`src/hw/rtl/tcmms_pkg.sv`:
```
// Shared types and constants for the three-channel min/max calibrated scaler.
// Used by the controller, the datapath, the top level and the port checker.
// No dependencies.
package tcmms_pkg;

   // Item kinds carried in the kind field of a request beat.
   localparam logic [1:0] KIND_SET   = 2'd0;
   localparam logic [1:0] KIND_TRACK = 2'd1;
   localparam logic [1:0] KIND_SCALE = 2'd2;

   // Number of sensor channels; channel codes at or above this are ignored.
   localparam logic [1:0] NUM_CHANNELS = 2'd3;

   // Full-scale reading and its form as a multiplier operand.
   localparam logic [6:0]        FULL_SCALE = 7'd100;
   localparam logic signed [23:0] SCALE_MUL = 24'sd100;

   // The quotient is 7 bits wide, one bit per divider step.
   localparam int DIV_STEPS = 7;
   localparam int CNT_W     = $clog2(DIV_STEPS);
   localparam logic [CNT_W-1:0] LAST_STEP = CNT_W'(DIV_STEPS - 1);

   // Request beat payload.
   typedef struct packed {
      logic [1:0]         kind;
      logic [1:0]         channel;
      logic signed [15:0] sample;
      logic signed [15:0] bound_low;
      logic signed [15:0] bound_high;
   } req_type;

   // Response beat payload.
   typedef struct packed {
      logic [6:0] percent;
      logic       range_error;
   } rsp_type;

   // Controller states.
   typedef enum logic [2:0] {
      ST_IDLE,
      ST_PREP,
      ST_SETUP,
      ST_DIV,
      ST_FIN
   } state_type;

   // Commands from the controller to the datapath.
   typedef struct packed {
      logic capture;
      logic prep;
      logic setup;
      logic step;
      logic finish;
   } dp_cmd_type;

   // Status from the datapath to the controller.
   typedef struct packed {
      logic need_div;
   } dp_sts_type;

endpackage

```
`src/hw/rtl/tcmms_dp.sv`:
```
// Datapath of the calibrated scaler: item register, calibration bounds,
// scale-factor multiply, restoring divider and response register.
// Depends on tcmms_pkg.
module tcmms_dp (
   input  logic                 clock,
   input  logic                 reset,
   input  tcmms_pkg::req_type    req_data,
   input  tcmms_pkg::dp_cmd_type cmd,
   output tcmms_pkg::dp_sts_type sts,
   output tcmms_pkg::rsp_type    rsp_data
);

   tcmms_pkg::req_type item_ff;
   logic signed [15:0] lower_ff [3];
   logic signed [15:0] upper_ff [3];

   logic signed [23:0] num_ff;
   logic signed [16:0] den_ff;
   logic               div_ff;
   logic               err_ff;
   logic               neg_ff;
   logic               sat_ff;
   logic [22:0]        rem_ff;
   logic [22:0]        dsr_ff;
   logic [6:0]         quo_ff;
   tcmms_pkg::rsp_type  rsp_ff;

   logic               chan_ok;
   logic signed [15:0] lo_sel;
   logic signed [15:0] hi_sel;
   logic signed [16:0] diff;
   logic signed [16:0] dev;
   logic signed [23:0] num_in;
   logic [23:0]        num_neg;
   logic [16:0]        den_neg;
   logic [22:0]        num_abs;
   logic [15:0]        den_abs;
   logic               is_scale;
   logic [22:0]        rem_in;
   logic [6:0]         quo_in;
   logic [6:0]         pct_in;
   tcmms_pkg::rsp_type  rsp_in;

   // Item register, loaded on an accepted request beat.
   always_ff @(posedge clock) begin
      if (cmd.capture) begin
         item_ff <= req_data;
      end
   end

   // Bounds of the addressed channel.
   assign chan_ok = (item_ff.channel < tcmms_pkg::NUM_CHANNELS);

   always_comb begin
      case (item_ff.channel)
         2'd0: begin
            lo_sel = lower_ff[0];
            hi_sel = upper_ff[0];
         end
         2'd1: begin
            lo_sel = lower_ff[1];
            hi_sel = upper_ff[1];
         end
         2'd2: begin
            lo_sel = lower_ff[2];
            hi_sel = upper_ff[2];
         end
         default: begin
            lo_sel = '0;
            hi_sel = '0;
         end
      endcase
   end

   // Difference terms and the scaled numerator.
   assign diff   = {hi_sel[15], hi_sel} - {lo_sel[15], lo_sel};
   assign dev    = {item_ff.sample[15], item_ff.sample} - {lo_sel[15], lo_sel};
   assign num_in = $signed({{7{dev[16]}}, dev}) * tcmms_pkg::SCALE_MUL;

   assign is_scale = (item_ff.kind == tcmms_pkg::KIND_SCALE) && chan_ok;
   assign sts.need_div = is_scale && (lo_sel != hi_sel);

   // Calibration bounds: loaded by a set beat, widened by a tracking beat.
   always_ff @(posedge clock) begin
      if (reset) begin
         for (int i = 0; i < 3; i++) begin
            lower_ff[i] <= '0;
            upper_ff[i] <= '0;
         end
      end else if (cmd.prep && chan_ok) begin
         for (int i = 0; i < 3; i++) begin
            if (item_ff.channel == 2'(i)) begin
               if (item_ff.kind == tcmms_pkg::KIND_SET) begin
                  lower_ff[i] <= item_ff.bound_low;
                  upper_ff[i] <= item_ff.bound_high;
               end else if (item_ff.kind == tcmms_pkg::KIND_TRACK) begin
                  if (item_ff.sample < lower_ff[i]) begin
                     lower_ff[i] <= item_ff.sample;
                  end else if (item_ff.sample > upper_ff[i]) begin
                     upper_ff[i] <= item_ff.sample;
                  end
               end
            end
         end
      end
   end

   // Operand register after the multiply.
   always_ff @(posedge clock) begin
      if (cmd.prep) begin
         num_ff <= num_in;
         den_ff <= diff;
         div_ff <= sts.need_div;
         err_ff <= is_scale && (lo_sel == hi_sel);
      end
   end

   // Magnitudes, sign of the quotient and the saturation test.
   assign num_neg = -num_ff;
   assign den_neg = -den_ff;
   assign num_abs = num_ff[23] ? num_neg[22:0] : num_ff[22:0];
   assign den_abs = den_ff[16] ? den_neg[15:0] : den_ff[15:0];

   // Restoring divide step: one quotient bit per cycle.
   always_comb begin
      if (rem_ff >= dsr_ff) begin
         rem_in = rem_ff - dsr_ff;
         quo_in = {quo_ff[5:0], 1'b1};
      end else begin
         rem_in = rem_ff;
         quo_in = {quo_ff[5:0], 1'b0};
      end
   end

   always_ff @(posedge clock) begin
      if (cmd.setup) begin
         neg_ff <= num_ff[23] ^ den_ff[16];
         sat_ff <= ({1'b0, num_abs[22:7]} >= {1'b0, den_abs});
         rem_ff <= num_abs;
         dsr_ff <= {1'b0, den_abs, 6'b0};
         quo_ff <= '0;
      end else if (cmd.step) begin
         rem_ff <= rem_in;
         dsr_ff <= {1'b0, dsr_ff[22:1]};
         quo_ff <= quo_in;
      end
   end

   // Clamp to the 0..100 range and form the response.
   always_comb begin
      if (!div_ff || neg_ff) begin
         pct_in = '0;
      end else if (sat_ff || (quo_ff > tcmms_pkg::FULL_SCALE)) begin
         pct_in = tcmms_pkg::FULL_SCALE;
      end else begin
         pct_in = quo_ff;
      end
      rsp_in.percent     = pct_in;
      rsp_in.range_error = err_ff;
   end

   always_ff @(posedge clock) begin
      if (cmd.finish) begin
         rsp_ff <= rsp_in;
      end
   end

   assign rsp_data = rsp_ff;

endmodule

```
`src/hw/rtl/tcmms_ctrl.sv`:
```
// Controller of the calibrated scaler: sequencing state machine, divider
// step counter and response valid flag.
// Depends on tcmms_pkg.
module tcmms_ctrl (
   input  logic                 clock,
   input  logic                 reset,
   input  logic                 req_valid,
   output logic                 req_ready,
   output logic                 rsp_valid,
   input  logic                 rsp_ready,
   input  tcmms_pkg::dp_sts_type sts,
   output tcmms_pkg::dp_cmd_type cmd
);

   tcmms_pkg::state_type        state_ff;
   tcmms_pkg::state_type        state_in;
   logic [tcmms_pkg::CNT_W-1:0] cnt_ff;
   logic [tcmms_pkg::CNT_W-1:0] cnt_in;
   logic                       rsp_valid_ff;
   logic                       rsp_valid_in;
   logic                       slot_free;

   // State, counter and response valid registers.
   always_ff @(posedge clock) begin
      if (reset) begin
         state_ff     <= tcmms_pkg::ST_IDLE;
         cnt_ff       <= '0;
         rsp_valid_ff <= 1'b0;
      end else begin
         state_ff     <= state_in;
         cnt_ff       <= cnt_in;
         rsp_valid_ff <= rsp_valid_in;
      end
   end

   // The response register can take a new result if it is empty or draining.
   assign slot_free = !rsp_valid_ff || rsp_ready;

   // Next state and commands.
   always_comb begin
      state_in     = state_ff;
      cnt_in       = cnt_ff;
      cmd          = '0;
      req_ready    = 1'b0;
      rsp_valid_in = rsp_valid_ff && !rsp_ready;
      case (state_ff)
         tcmms_pkg::ST_IDLE: begin
            req_ready   = 1'b1;
            cmd.capture = req_valid;
            if (req_valid) begin
               state_in = tcmms_pkg::ST_PREP;
            end
         end
         tcmms_pkg::ST_PREP: begin
            cmd.prep = 1'b1;
            state_in = sts.need_div ? tcmms_pkg::ST_SETUP : tcmms_pkg::ST_FIN;
         end
         tcmms_pkg::ST_SETUP: begin
            cmd.setup = 1'b1;
            cnt_in    = '0;
            state_in  = tcmms_pkg::ST_DIV;
         end
         tcmms_pkg::ST_DIV: begin
            cmd.step = 1'b1;
            cnt_in   = cnt_ff + 1'b1;
            if (cnt_ff == tcmms_pkg::LAST_STEP) begin
               state_in = tcmms_pkg::ST_FIN;
            end
         end
         tcmms_pkg::ST_FIN: begin
            if (slot_free) begin
               cmd.finish   = 1'b1;
               rsp_valid_in = 1'b1;
               state_in     = tcmms_pkg::ST_IDLE;
            end
         end
         default: begin
            state_in = tcmms_pkg::ST_IDLE;
         end
      endcase
   end

   assign rsp_valid = rsp_valid_ff;

endmodule

```
`src/hw/rtl/three_channel_minmax_calibrated_scaler.sv`:
```
// Top level of the three-channel min/max calibrated scaler.
// Instantiates tcmms_ctrl and tcmms_dp; depends on tcmms_pkg.
//
//  Channel   Direction  Handshake              Beat payload
//  req_      in         req_valid / req_ready  tcmms_pkg::req_type
//  rsp_      out        rsp_valid / rsp_ready  tcmms_pkg::rsp_type
//
// A scale beat passes from acceptance to a valid response through these steps:
// reading the bounds and multiplying by 100, forming magnitudes, seven steps of
// the restoring divider and clamping; set and tracking beats skip the middle two.
// The block is ready for a new beat in the cycle after the result is registered.
// Reset is synchronous and clears the bounds of all channels to zero.
// A stalled response holds in its register while the next beat is accepted and
// worked on; that beat then waits in its final state until the register drains.
module three_channel_minmax_calibrated_scaler (
   input  logic              clock,
   input  logic              reset,
   input  logic              req_valid,
   output logic              req_ready,
   input  tcmms_pkg::req_type req_data,
   output logic              rsp_valid,
   input  logic              rsp_ready,
   output tcmms_pkg::rsp_type rsp_data
);

   tcmms_pkg::dp_cmd_type cmd;
   tcmms_pkg::dp_sts_type sts;

   // Sequencing.
   tcmms_ctrl u_ctrl (
      .clock     (clock),
      .reset     (reset),
      .req_valid (req_valid),
      .req_ready (req_ready),
      .rsp_valid (rsp_valid),
      .rsp_ready (rsp_ready),
      .sts       (sts),
      .cmd       (cmd)
   );

   // Bounds, arithmetic and response register.
   tcmms_dp u_dp (
      .clock    (clock),
      .reset    (reset),
      .req_data (req_data),
      .cmd      (cmd),
      .sts      (sts),
      .rsp_data (rsp_data)
   );

endmodule

```
`config.mk`:
```
export PLATFORM = sky130hd
export DESIGN_NAME = three_channel_minmax_calibrated_scaler
export DESIGN_NICKNAME = d
export VERILOG_FILES = /design/src/hw/rtl/tcmms_pkg.sv /design/src/hw/rtl/tcmms_dp.sv /design/src/hw/rtl/tcmms_ctrl.sv /design/src/hw/rtl/three_channel_minmax_calibrated_scaler.sv
export SDC_FILE = /design/constraint.sdc
export NUM_CORES = 1
export LEC_CHECK = 0
export ABC_AREA = 1
export BUFFER_PORTS_ARGS = -buffer_cell sky130_fd_sc_hd__clkbuf_2
export CORE_MARGIN = 5
export CORE_UTILIZATION = 59
export CTS_BUF_LIST = sky130_fd_sc_hd__clkbuf_2
export CTS_CLUSTER_DIAMETER = 80
export DETAILED_ROUTE_END_ITERATION = 10
export PLACE_DENSITY = 0.82
export SETUP_SLACK_MARGIN = 0.05
export SYNTH_ARGS = -nofsm -noshare
export SYNTH_HDL_FRONTEND = slang
export SYNTH_SLANG_ARGS = --single-unit
```
`constraint.sdc`:
```
create_clock -name clock -period 5 [get_ports clock]
set_input_delay 0.75 -clock clock [delete_from_list [all_inputs] [get_ports clock]]
set_output_delay 0.75 -clock clock [all_outputs]
set_load 0.05 [all_outputs]
```
# Word level (Yosys, flattened, before mapping)
# Memory sizes are Yosys's and may differ from the RTL's.
# Index checks and enable logic that the tools add are counted.
[word_totals] input_bits=56 mem_bits_rw=96 ff_bits=162 output_inout_bits=10 word_cells=185 n_memories=2
[classes] n_bitwise=13 muxes=98 addsub=6 n_mul=1 n_eq_ne=14 order_cmp=10 reduce_logical=20
[memory_table] memory="u_dp.lower_ff" depth=3 word_bits=16 rd=3 rd_clocked_by_memory_dff=0 write_ports=3 line_no="tcmms_dp.sv:14" text="logic signed [15:0] lower_ff [3];"
[memory_table] memory="u_dp.upper_ff" depth=3 word_bits=16 rd=3 rd_clocked_by_memory_dff=0 write_ports=3 line_no="tcmms_dp.sv:15" text="logic signed [15:0] upper_ff [3];"
[ops] cell="$mux 16" count=13
[ops] cell="$pmux 16 s3" count=2
[ops] cell="$mux 23" count=4
[ops] cell="$mux 1" count=70
[ops] cell="$gt 16x16->1" count=3
[ops] cell="$lt 16x16->1" count=3
[ops] cell="$mux 22" count=2
[ops] cell="$sub 16x16->17" count=2
[ops] cell="$ge 23x22->1" count=1
[ops] cell="$neg 23->23" count=1
[ops] cell="$sub 23x22->23" count=1
[ops] cell="$mul 17x6->22 const B" count=1
[ops] cell="$eq 16x16->1" count=1
[ops] cell="$ge 16x16->1" count=1
[ops] cell="$ne 16x16->1" count=1
[ops] cell="$neg 16->16" count=1
[ops] cell="$pmux 3 s5" count=1
[ops] cell="$mux 3" count=4
[ops] cell="$or 1x1->1" count=12
[ops] cell="$gt 7x7->1 const B" count=1
[ops] cell="$mux 7" count=1
[ops] cell="$eq 3x2->1 const B" count=2
[ops] cell="$eq 3x3->1 const B" count=2
[ops] cell="$pmux 3 s2" count=1
[ops] cell="17 further kinds" count=31

# Logic depth before layout (Yosys ltp)
# Gate-level depths: netlist of the first run.
# An unclocked memory read counts as a cell.
[depth] word_depth=11 depth_mapped=31 ltp_nobuf=31

# Modules after synthesis
# From an unflattened synthesis of the first run, not the netlist that was laid out.
[hier_totals] cells_unflattened=2219 area_unflattened_um2=18816.8
[by_module_without_submodules] mod="tcmms_dp" cells_per_inst=2163 n_inst=1 seq_area_each_um2=7407.1 area_each_um2=18423.9
[by_module_without_submodules] mod="tcmms_ctrl" cells_per_inst=56 n_inst=1 seq_area_each_um2=140.1 area_each_um2=392.9

# Worst setup path before layout of the first run
# OpenSTA, ideal clock, no wires.
[synth_path] kind="reg2reg" from="register u_dp.item_ff[48] in the netlist's numbering" to="register u_dp.num_ff[22] (data pin)" slack_ps=-307 stages_incl_launch_ff=26 t_required_ps=4742 synth_period_minus_slack_ps=5307 arrival_time_ps=5049 setup_time_ps=258 n_path_buf=0 cell_sequence="edfxtp_1 > nor2_2 > clkinv_1 > o211ai_1 > ha_1 > inv_1 > fa_1 > nand3_1 > nand2_1 > a21oi_1 > o21ai_0 > or2_2 > and2_1 > ha_1 > ha_1 > xor2_1 > ha_1 > ha_1 > a21oi_1 > o21ai_0 > a21oi_1 > o21ai_0 > a21oi_1 > nor2_1 > nor2_1 > xnor2_1"
[synth_between] elab_chain_len=4 elab_cells_between_ends=6 cone_classes="add/sub: 1; mul: 1; eq/ne: 2; mux: 1; reduce/logical: 1"
[synth_lines] item="start, declared" line_no="tcmms_dp.sv:13" text="tcmms_pkg::req_type item_ff;"
[synth_lines] item="start signal, assigned" line_no="tcmms_dp.sv:47" text="item_ff <= req_data;"
[synth_lines] item="$eq 2x2->1 (tied with other cells)" line_no="tcmms_dp.sv:55" text="case (item_ff.channel)"
[synth_lines] item="$pmux 16 s3 *" line_no="tcmms_dp.sv:55"
[synth_lines] item="$sub 16x16->17 *" line_no="tcmms_dp.sv:77" text="assign dev = {item_ff.sample[15], item_ff.sample} - {lo_sel[15], lo_sel};"
[synth_lines] item="$mul 17x6->22 *" line_no="tcmms_dp.sv:78" text="assign num_in = $signed({{7{dev[16]}}, dev}) * tcmms_pkg::SCALE_MUL;"
[synth_lines] item="net u_dp.num_in[22]" line_no="tcmms_dp.sv:33" text="logic signed [23:0] num_in;"
[synth_lines] item="end signal, assigned" line_no="tcmms_dp.sv:111" text="num_ff <= num_in;"
[synth_lines] item="end, declared" line_no="tcmms_dp.sv:17" text="logic signed [23:0] num_ff;"
# The timed path passes the listed nets; every way through them passes the cells marked *.
# A chain may end at the register's enable or synchronous reset.

# Final worst setup path of the first run
[layout_path] from="register u_dp.item_ff[48] in the netlist's numbering" to="register u_dp.num_ff[21] (data pin)"
# Same word-level chain as after synthesis.

==> run_results.csv, run 1 <==
group,metric,value,unit
placement,gp_congestion,1.01,
worst_hold_path,hold_depth,4,
worst_setup_path,reg2regPathDepth,29,
synth,synth_nets,2459,
worst_hold_path,min_to,"u_ctrl.rsp_valid",
detailed_routing,drc,0,
grt,groute.usage.overall,29.6,%
grt,overflow,0,
worst_setup_path,r2r_start,"u_dp.item_ff[48]",
grt,grt_pass1_wl,83300,um
sta,fin_skew,0.122,ns
worst_setup_path,cp_max_fo,4,
grt,antenna_found_initial,1,
final_layout,stdcell_count,2885,
sta,fin_crit,4.95,ns
synth,synth-edff-count,238,
placement,dpl.cell_count,2689,
final_layout,synthToLayoutAreaGrowth,19.3,%
clock_tree,clockBufferDepth,3,
sta,hold_viol,0,
synth,synth_top_area_share,38.4,%
sta,finalSetupViolCount,0,
final_layout,final_area,22200,um^2
placement,post_dp_cell_area,20000,um^2
placement,place_hpwl,39200,um
detailed_routing,route.vias.total,16700,
final_layout,filler_cell_count,2268,
sta,worstMarginPinSlew,1.01,ns
sta,max_slew_margin,32.4,%
final_layout,final_layout_size_suffix_gt1_share,18.9,%
worst_hold_path,hold_class,"primary input to register",
detailed_routing,wl_per_cell,18.9,um
grt,grt_pass1_vias,16200,
sta,fin_tns_setup,0,ns
flow_run,maxCapViolCount,0,
worst_setup_path,max_stage_delay,0.56,ns
power,ir_worst_vdd,538,uV
synth,synth_common_cells,"nand2_1, inv_1, edfxtp_1",
worst_setup_path,crit_top_cell,"nand2_1",
worst_setup_path,cp.required,5.67,ns
floorplanning,core,31300,um^2
floorplanning,rows,65,
sta,rsz0062_at_grt,"true",
synth,synth_ff_type,"edfxtp_1",
synth,netlist_instances,2169,
synth,yosysMostFrequentCell,"nand2_1",
worst_hold_path,hp-start,"rsp_ready",
power,p_per_area,570,nW/um^2
synth,synth_top_area_cell,"edfxtp_1",
floorplanning,start_util,59.4,%
grt,grt_start_max_net_pins,53,
final_layout,layout.nets,2722,
detailed_routing,vias_per_cell,5.79,
synth,yosysSeqAreaShare,40.6,%
worst_setup_path,startpoint_type,"register",
power,power.total,12700,uW
synth,synth.area.top_cells,"edfxtp_1, ha_1, nand2_1",
synth,synth_cell_types,57,
detailed_routing,drt-pass1-iter-count,7,
floorplanning,die_y,188,um
placement,dpl_worst_slack,-0.154,ns
status,status,"completed",
clock_tree,cts_max_level,3,
sta,min_period_over_period,99.1,%
synth,ys_ff_latch,258,
synth,syn_area,18600,um^2
power,power_leakage,0.0102,uW
clock_tree,clk_pin_slew,0.09,ns
worst_setup_path,r2r_end,"u_dp.num_ff[21]",
synth,yosys_warnings,0,
floorplanning,io_pins,66,
floorplanning,dieArea,35200,um^2
clock_tree,cts_sinks,258,
clock_tree,clk_latency,0.96,ns
synth,async_reset_ff_share,0,%
clock_tree,cts_made_buffers,69,
placement,io_buffer_count,65,
clock_tree,cts_root_buf,"clkbuf_2",
clock_tree,cts_tree,"built",
detailed_routing,antenna_left,0,
worst_setup_path,cp_slowest_cell,"fa_2",
detailed_routing,drt_wl_total,54600,um
worst_setup_path,crit_path_end_kind,"register",
detailed_routing,drt_iter0_drc,1637,
worst_setup_path,ff2ff_setup_slack,0.05,ns
synth,avgSynthCellArea,8.57,um^2
sta,fmax,0.202,GHz
sta,slew_violations,0,
worst_setup_path,crit_arrival,5.62,ns
worst_setup_path,crit_type,"register to register",
floorplanning,die_x,188,um
sta,fin_ws,0.0455,ns
[state kept, by name (all words and copies together), names as in the netlist]
register and flops:
u_dp.num_ff 22, u_dp.den_ff 17, u_dp.upper_ff 48, u_ctrl.cnt_ff 3, u_ctrl.state_ff 3, u_dp.dsr_ff 22, u_dp.rsp_data 8, u_dp.neg_ff 1
u_dp.item_ff 52, u_dp.div_ff 1, u_dp.quo_ff 7, u_dp.rem_ff 23, u_dp.err_ff 1, u_ctrl.rsp_valid 1, u_dp.lower_ff 48, u_dp.sat_ff 1
[layer usage]
metal | vias to the layer above | GRT usage (%) | share of wire [%]
met3 | 174 | 4.95 | 8.6
met5 | - | 0 | 0
met1 | 7666 | 36.8 | 38
met2 | 904 | 49.6 | 48
met4 | 0 | 15.6 | 5.1
li1 | 7949 | - | -
[power breakdown]
group,internal [uW],total (uW),switching [uW],leakage [uW]
clock,599,1530,926,0.000450
sequential,2920,3140,221,0.00248
combinational,3670,7990,4310,0.00724
total,7190,12700,5460,0.0102
[final cells by class]
class	count	area [um^2]	area share, %
Tap cell	402	503	2.27
Sequential cell	258	7550	34.0
Clock inverter	31	189	0.852
Clock buffer	89	445	2.01
Antenna cell	2	5.00	0.0226
Inverter	309	1160	5.24
Timing Repair Buffer	235	1770	7.99
Multi-Input combinational cell	1559	10600	47.6
[placed cells by master (no fill, tap or decap), types with 5 or more instances in the layout]
cell type / netlist / routed
edfxtp_1: 238 / 238
nand4_1: 23 / 23
xor2_1: 57 / 51
dlygate4sd3_1: 0 / 52
nand2_2: 9 / 22
ha_1: 222 / 191
inv_2: 6 / 12
nor4_1: 8 / 8
inv_1: 300 / 295
xnor2_1: 28 / 25
o221ai_1: 16 / 16
o21bai_1: 8 / 7
nor2_4: 5 / 9
o21ai_1: 2 / 8
clkbuf_2: 2 / 154
nand2_1: 513 / 498
a21oi_1: 189 / 161
fa_1: 12 / 9
o21ai_2: 0 / 7
o22ai_1: 42 / 35
nand3b_1: 5 / 5
a21o_1: 10 / 10
or2_2: 14 / 12
a31oi_1: 8 / 5
nand3_1: 87 / 82
o21ai_0: 97 / 84
and2_1: 37 / 33
nand3_2: 5 / 10
nor3_1: 18 / 16
o22ai_2: 0 / 6
nor2_1: 101 / 95
clkinv_1: 3 / 22
a21oi_2: 2 / 26
buf_4: 3 / 113
ha_4: 0 / 30
nor2_2: 8 / 10
dfxtp_1: 20 / 20
[timing repair]
action                     CTS  global route
setup endpoints to repair    9            11
cloned                       0             1
pin swaps                   14            60
buffers inserted             5            16
hold buffers                52             0
hold endpoints to repair    52             0
resized for setup           38           120
[worst max path at each step]
stage | start | to | slack (ns)
floorplan | u_dp.item_ff[49] | u_dp.num_ff[22] | 0.05
global route | u_dp.item_ff[48] | u_dp.num_ff[21] | -0.17
global placement | u_dp.item_ff[48] | u_dp.num_ff[18] | 0.01
finish | u_dp.item_ff[48] | u_dp.num_ff[21] | 0.05
detailed placement | u_dp.item_ff[48] | u_dp.num_ff[22] | -0.15
CTS | u_dp.item_ff[48] | u_dp.num_ff[22] | 0.03
[through the flow]
stage / util, % / hold slack, ns
finish: 70.8 / 0.167
global route: 70.8 / 0.0996
CTS: 68.2 / 0.0461
detailed placement: 63.8 / 0.416
global placement: 63.8 / 0.432
floorplan: - / 0.400
[cell families (layout without fill, tap and decap cells)]
kind of cell,count (synthesis),in the layout,share of synthesized area [%]
flops,258,258,40.6
other cells,0,2,0
fa+ha+maj,234,234,16.2
compound gates,400,400,12.1
xor+xnor,86,86,4.09
simple gates,839,839,19.6
buf+inv,352,664,7.37
[worst max-delay path: cells and delay by family, from the launching register on]
| family | cells | cell delay, ns |
|---|---|---|
| DFF | 1 | 0.53 |
| adders and majority gates | 5 | 1.73 |
| buffers and inverters | 4 | 0.39 |
| xor gates and xnor gates | 1 | 0.12 |
| AOI/OAI and AO/OA | 4 | 0.65 |
| and+or+nand+nor | 15 | 1.24 |
Note: power is estimated with default switching activity, not from simulation.
==> inputs of run 2 (changes only) <==
--- a/config.mk
+++ b/config.mk
@@ -6,7 +6,7 @@
 export NUM_CORES = 1
 export LEC_CHECK = 0
 export ABC_AREA = 1
-export BUFFER_PORTS_ARGS = -buffer_cell sky130_fd_sc_hd__clkbuf_2
+export BUFFER_PORTS_ARGS = -buffer_cell sky130_fd_sc_hd__buf_2
 export CORE_MARGIN = 5
 export CORE_UTILIZATION = 59
 export CTS_BUF_LIST = sky130_fd_sc_hd__clkbuf_2
==> run_results.csv, run 2 (synthesized netlist as in run 1, its figures left out) <==
group,metric,value,unit
status,status,"completed",
placement,place_hpwl,38800,um
floorplanning,die_x,188,um
detailed_routing,drt-pass1-iter-count,6,
clock_tree,clockBufferDepth,3,
grt,grt_pass1_wl,81800,um
final_layout,regMostFlops,"u_dp.item_ff",
sta,fin_crit,4.99,ns
clock_tree,cts_root_buf,"clkbuf_2",
grt,groute.usage.overall,28.6,%
sta,worstMarginPinSlew,1.02,ns
clock_tree,clk_pin_slew,0.09,ns
worst_setup_path,cp_max_fo,7,
detailed_routing,drt_iter0_drc,1594,
worst_hold_path,hp-start,"req_data[9]",
final_layout,layout.nets,2695,
power,power_leakage,0.0101,uW
final_layout,final_area,21900,um^2
floorplanning,start_util,59.4,%
sta,hold_viol,0,
detailed_routing,antenna_left,0,
detailed_routing,drt_wl_total,54200,um
worst_setup_path,crit_type,"register to register",
clock_tree,clk_latency,0.91,ns
detailed_routing,route.vias.total,16700,
floorplanning,core,31300,um^2
clock_tree,cts_sinks,258,
grt,overflow,0,
placement,io_buffer_count,65,
final_layout,largest_reg_flops,52,
detailed_routing,vias_per_cell,5.86,
floorplanning,io_pins,66,
final_layout,multi_input_area,10400,um^2
sta,max_slew_margin,31.8,%
grt,grt_pass1_vias,16100,
final_layout,reg.largest.list,"u_dp.item_ff (52), u_dp.lower_ff (48), u_dp.upper_ff (48)",
sta,fin_tns_setup,0,ns
sta,rsz0062_at_grt,"true",
grt,grt_start_max_net_pins,53,
detailed_routing,drc,0,
final_layout,regArea,7550,um^2
floorplanning,die_y,188,um
detailed_routing,wl_per_cell,19.0,um
grt,antenna_found_initial,2,
worst_setup_path,crit_path_end_kind,"register",
sta,slew_violations,0,
clock_tree,cts_max_level,3,
clock_tree,cts_made_buffers,68,
floorplanning,rows,65,
worst_setup_path,cp.required,5.63,ns
worst_setup_path,critPathLaunch,"u_dp.item_ff[48]",
worst_setup_path,startpoint_type,"register",
sta,finalSetupViolCount,0,
power,p_per_area,567,nW/um^2
worst_setup_path,crit_arrival,5.62,ns
sta,fmax,0.200,GHz
placement,post_dp_cell_area,20000,um^2
final_layout,synthToLayoutAreaGrowth,17.6,%
placement,gp_congestion,1.01,
sta,min_period_over_period,99.8,%
final_layout,filler_cell_count,2333,
power,ir_worst_vdd,577,uV
worst_setup_path,r2r_start,"u_dp.item_ff[48]",
final_layout,layout_commonest_cell,"nand2_1",
worst_hold_path,hold_class,"primary input to register",
floorplanning,dieArea,35200,um^2
sta,fin_skew,0.136,ns
flow_run,maxCapViolCount,0,
final_layout,mostFrequentLayoutCells,"nand2_1, inv_1, edfxtp_1, ha_1, a21oi_1",
final_layout,final_layout_size_suffix_gt1_share,18.6,%
clock_tree,cts_tree,"built",
## run 2: cell types whose count changed in the layout (fill, tap and decap cells not counted), sizes merged
cell	before	now
clkbuf	155	101
buf	117	178
bufinv	2	4
clkinv	26	16
dlygate4sd3	52	30
clkinvlp	4	0
## run 2: final cells by class
cell class                 instances  share of cell area [%]
tap                              402                    2.30
clock inverter                    19                   0.841
inverter                         309                    5.34
sequential                       258                    34.5
timing repair buffer             209                    6.96
clock buffer                     100                    2.29
antenna                            2                  0.0229
multi-input combinational       1559                    47.8
## run 2: report_power, final
part           switching, uW  internal [uW]
clock                    890            739
combinational           4200           3440
sequential               222           2920
total                   5310           7100
## run 2: final timing paths
path	to	cells past startpoint	slack, ns
setup / recovery	u_dp.num_ff[22]	25	0.01
hold / removal	u_dp.item_ff[9]	1	0.06
setup reg to reg	u_dp.num_ff[22]	25	0.01
hold reg to reg	u_dp.rsp_data[0]	0	0.46
## run 2: critical path, cell delays in order (launching register included)
cell	delay, ns
edfxtp_1	0.49
buf_6	0.17
nor2_4	0.15
clkinv_4	0.12
o22ai_2	0.16
a21oi_2	0.06
ha_1	0.35
a21oi_2	0.17
nand2_2	0.13
a31oi_4	0.18
o21bai_1	0.09
or2_2	0.31
and2_1	0.18
ha_1	0.32
ha_4	0.30
xor2_2	0.18
ha_4	0.25
ha_4	0.30
nand2_1	0.09
nor2_1	0.19
nand2_1	0.10
o21ai_2	0.14
a21oi_1	0.08
nor2_1	0.10
nor2_1	0.06
xnor2_1	0.11
## run 2: metal layers
layer	GRT usage, %	part of all wire [%]	vias to the layer above
met3	5.10	9.1	205
met2	48.6	48	930
met1	35.2	37	7713
met5	0	0	-
li1	-	-	7888
met4	14.0	6.0	0
## run 2: stage by stage
| stage | setup WS [ns] | instances | power [uW] | util (%) | hold WS, ns |
|---|---|---|---|---|---|
| 3_5_place_dp | -0.151 | 2686 | 8840 | 63.7 | 0.437 |
| 3_3_place_gp | -0.0151 | 2686 | 8590 | 63.7 | 0.430 |
| 5_1_grt | -0.244 | 2857 | 13300 | 69.9 | 0.0230 |
| 2_1_floorplan | 0.0509 | 2169 | 7100 | - | 0.400 |
| 4_1_cts | 0.0465 | 2823 | 10800 | 66.8 | 0.0000450 |
| 6_report | 0.0100 | 2858 | 12400 | 69.9 | 0.0610 |
## run 2: timing repair
| item | in CTS | in global routing |
|---|---|---|
| pin swaps | 8 | 50 |
| buffers inserted | 4 | 16 |
| gates cloned | 0 | 1 |
| setup endpoints to repair | 8 | 11 |
| endpoints found under the hold margin | 14 | 16 |
| hold buffers | 14 | 16 |
| gates resized for setup | 24 | 114 |
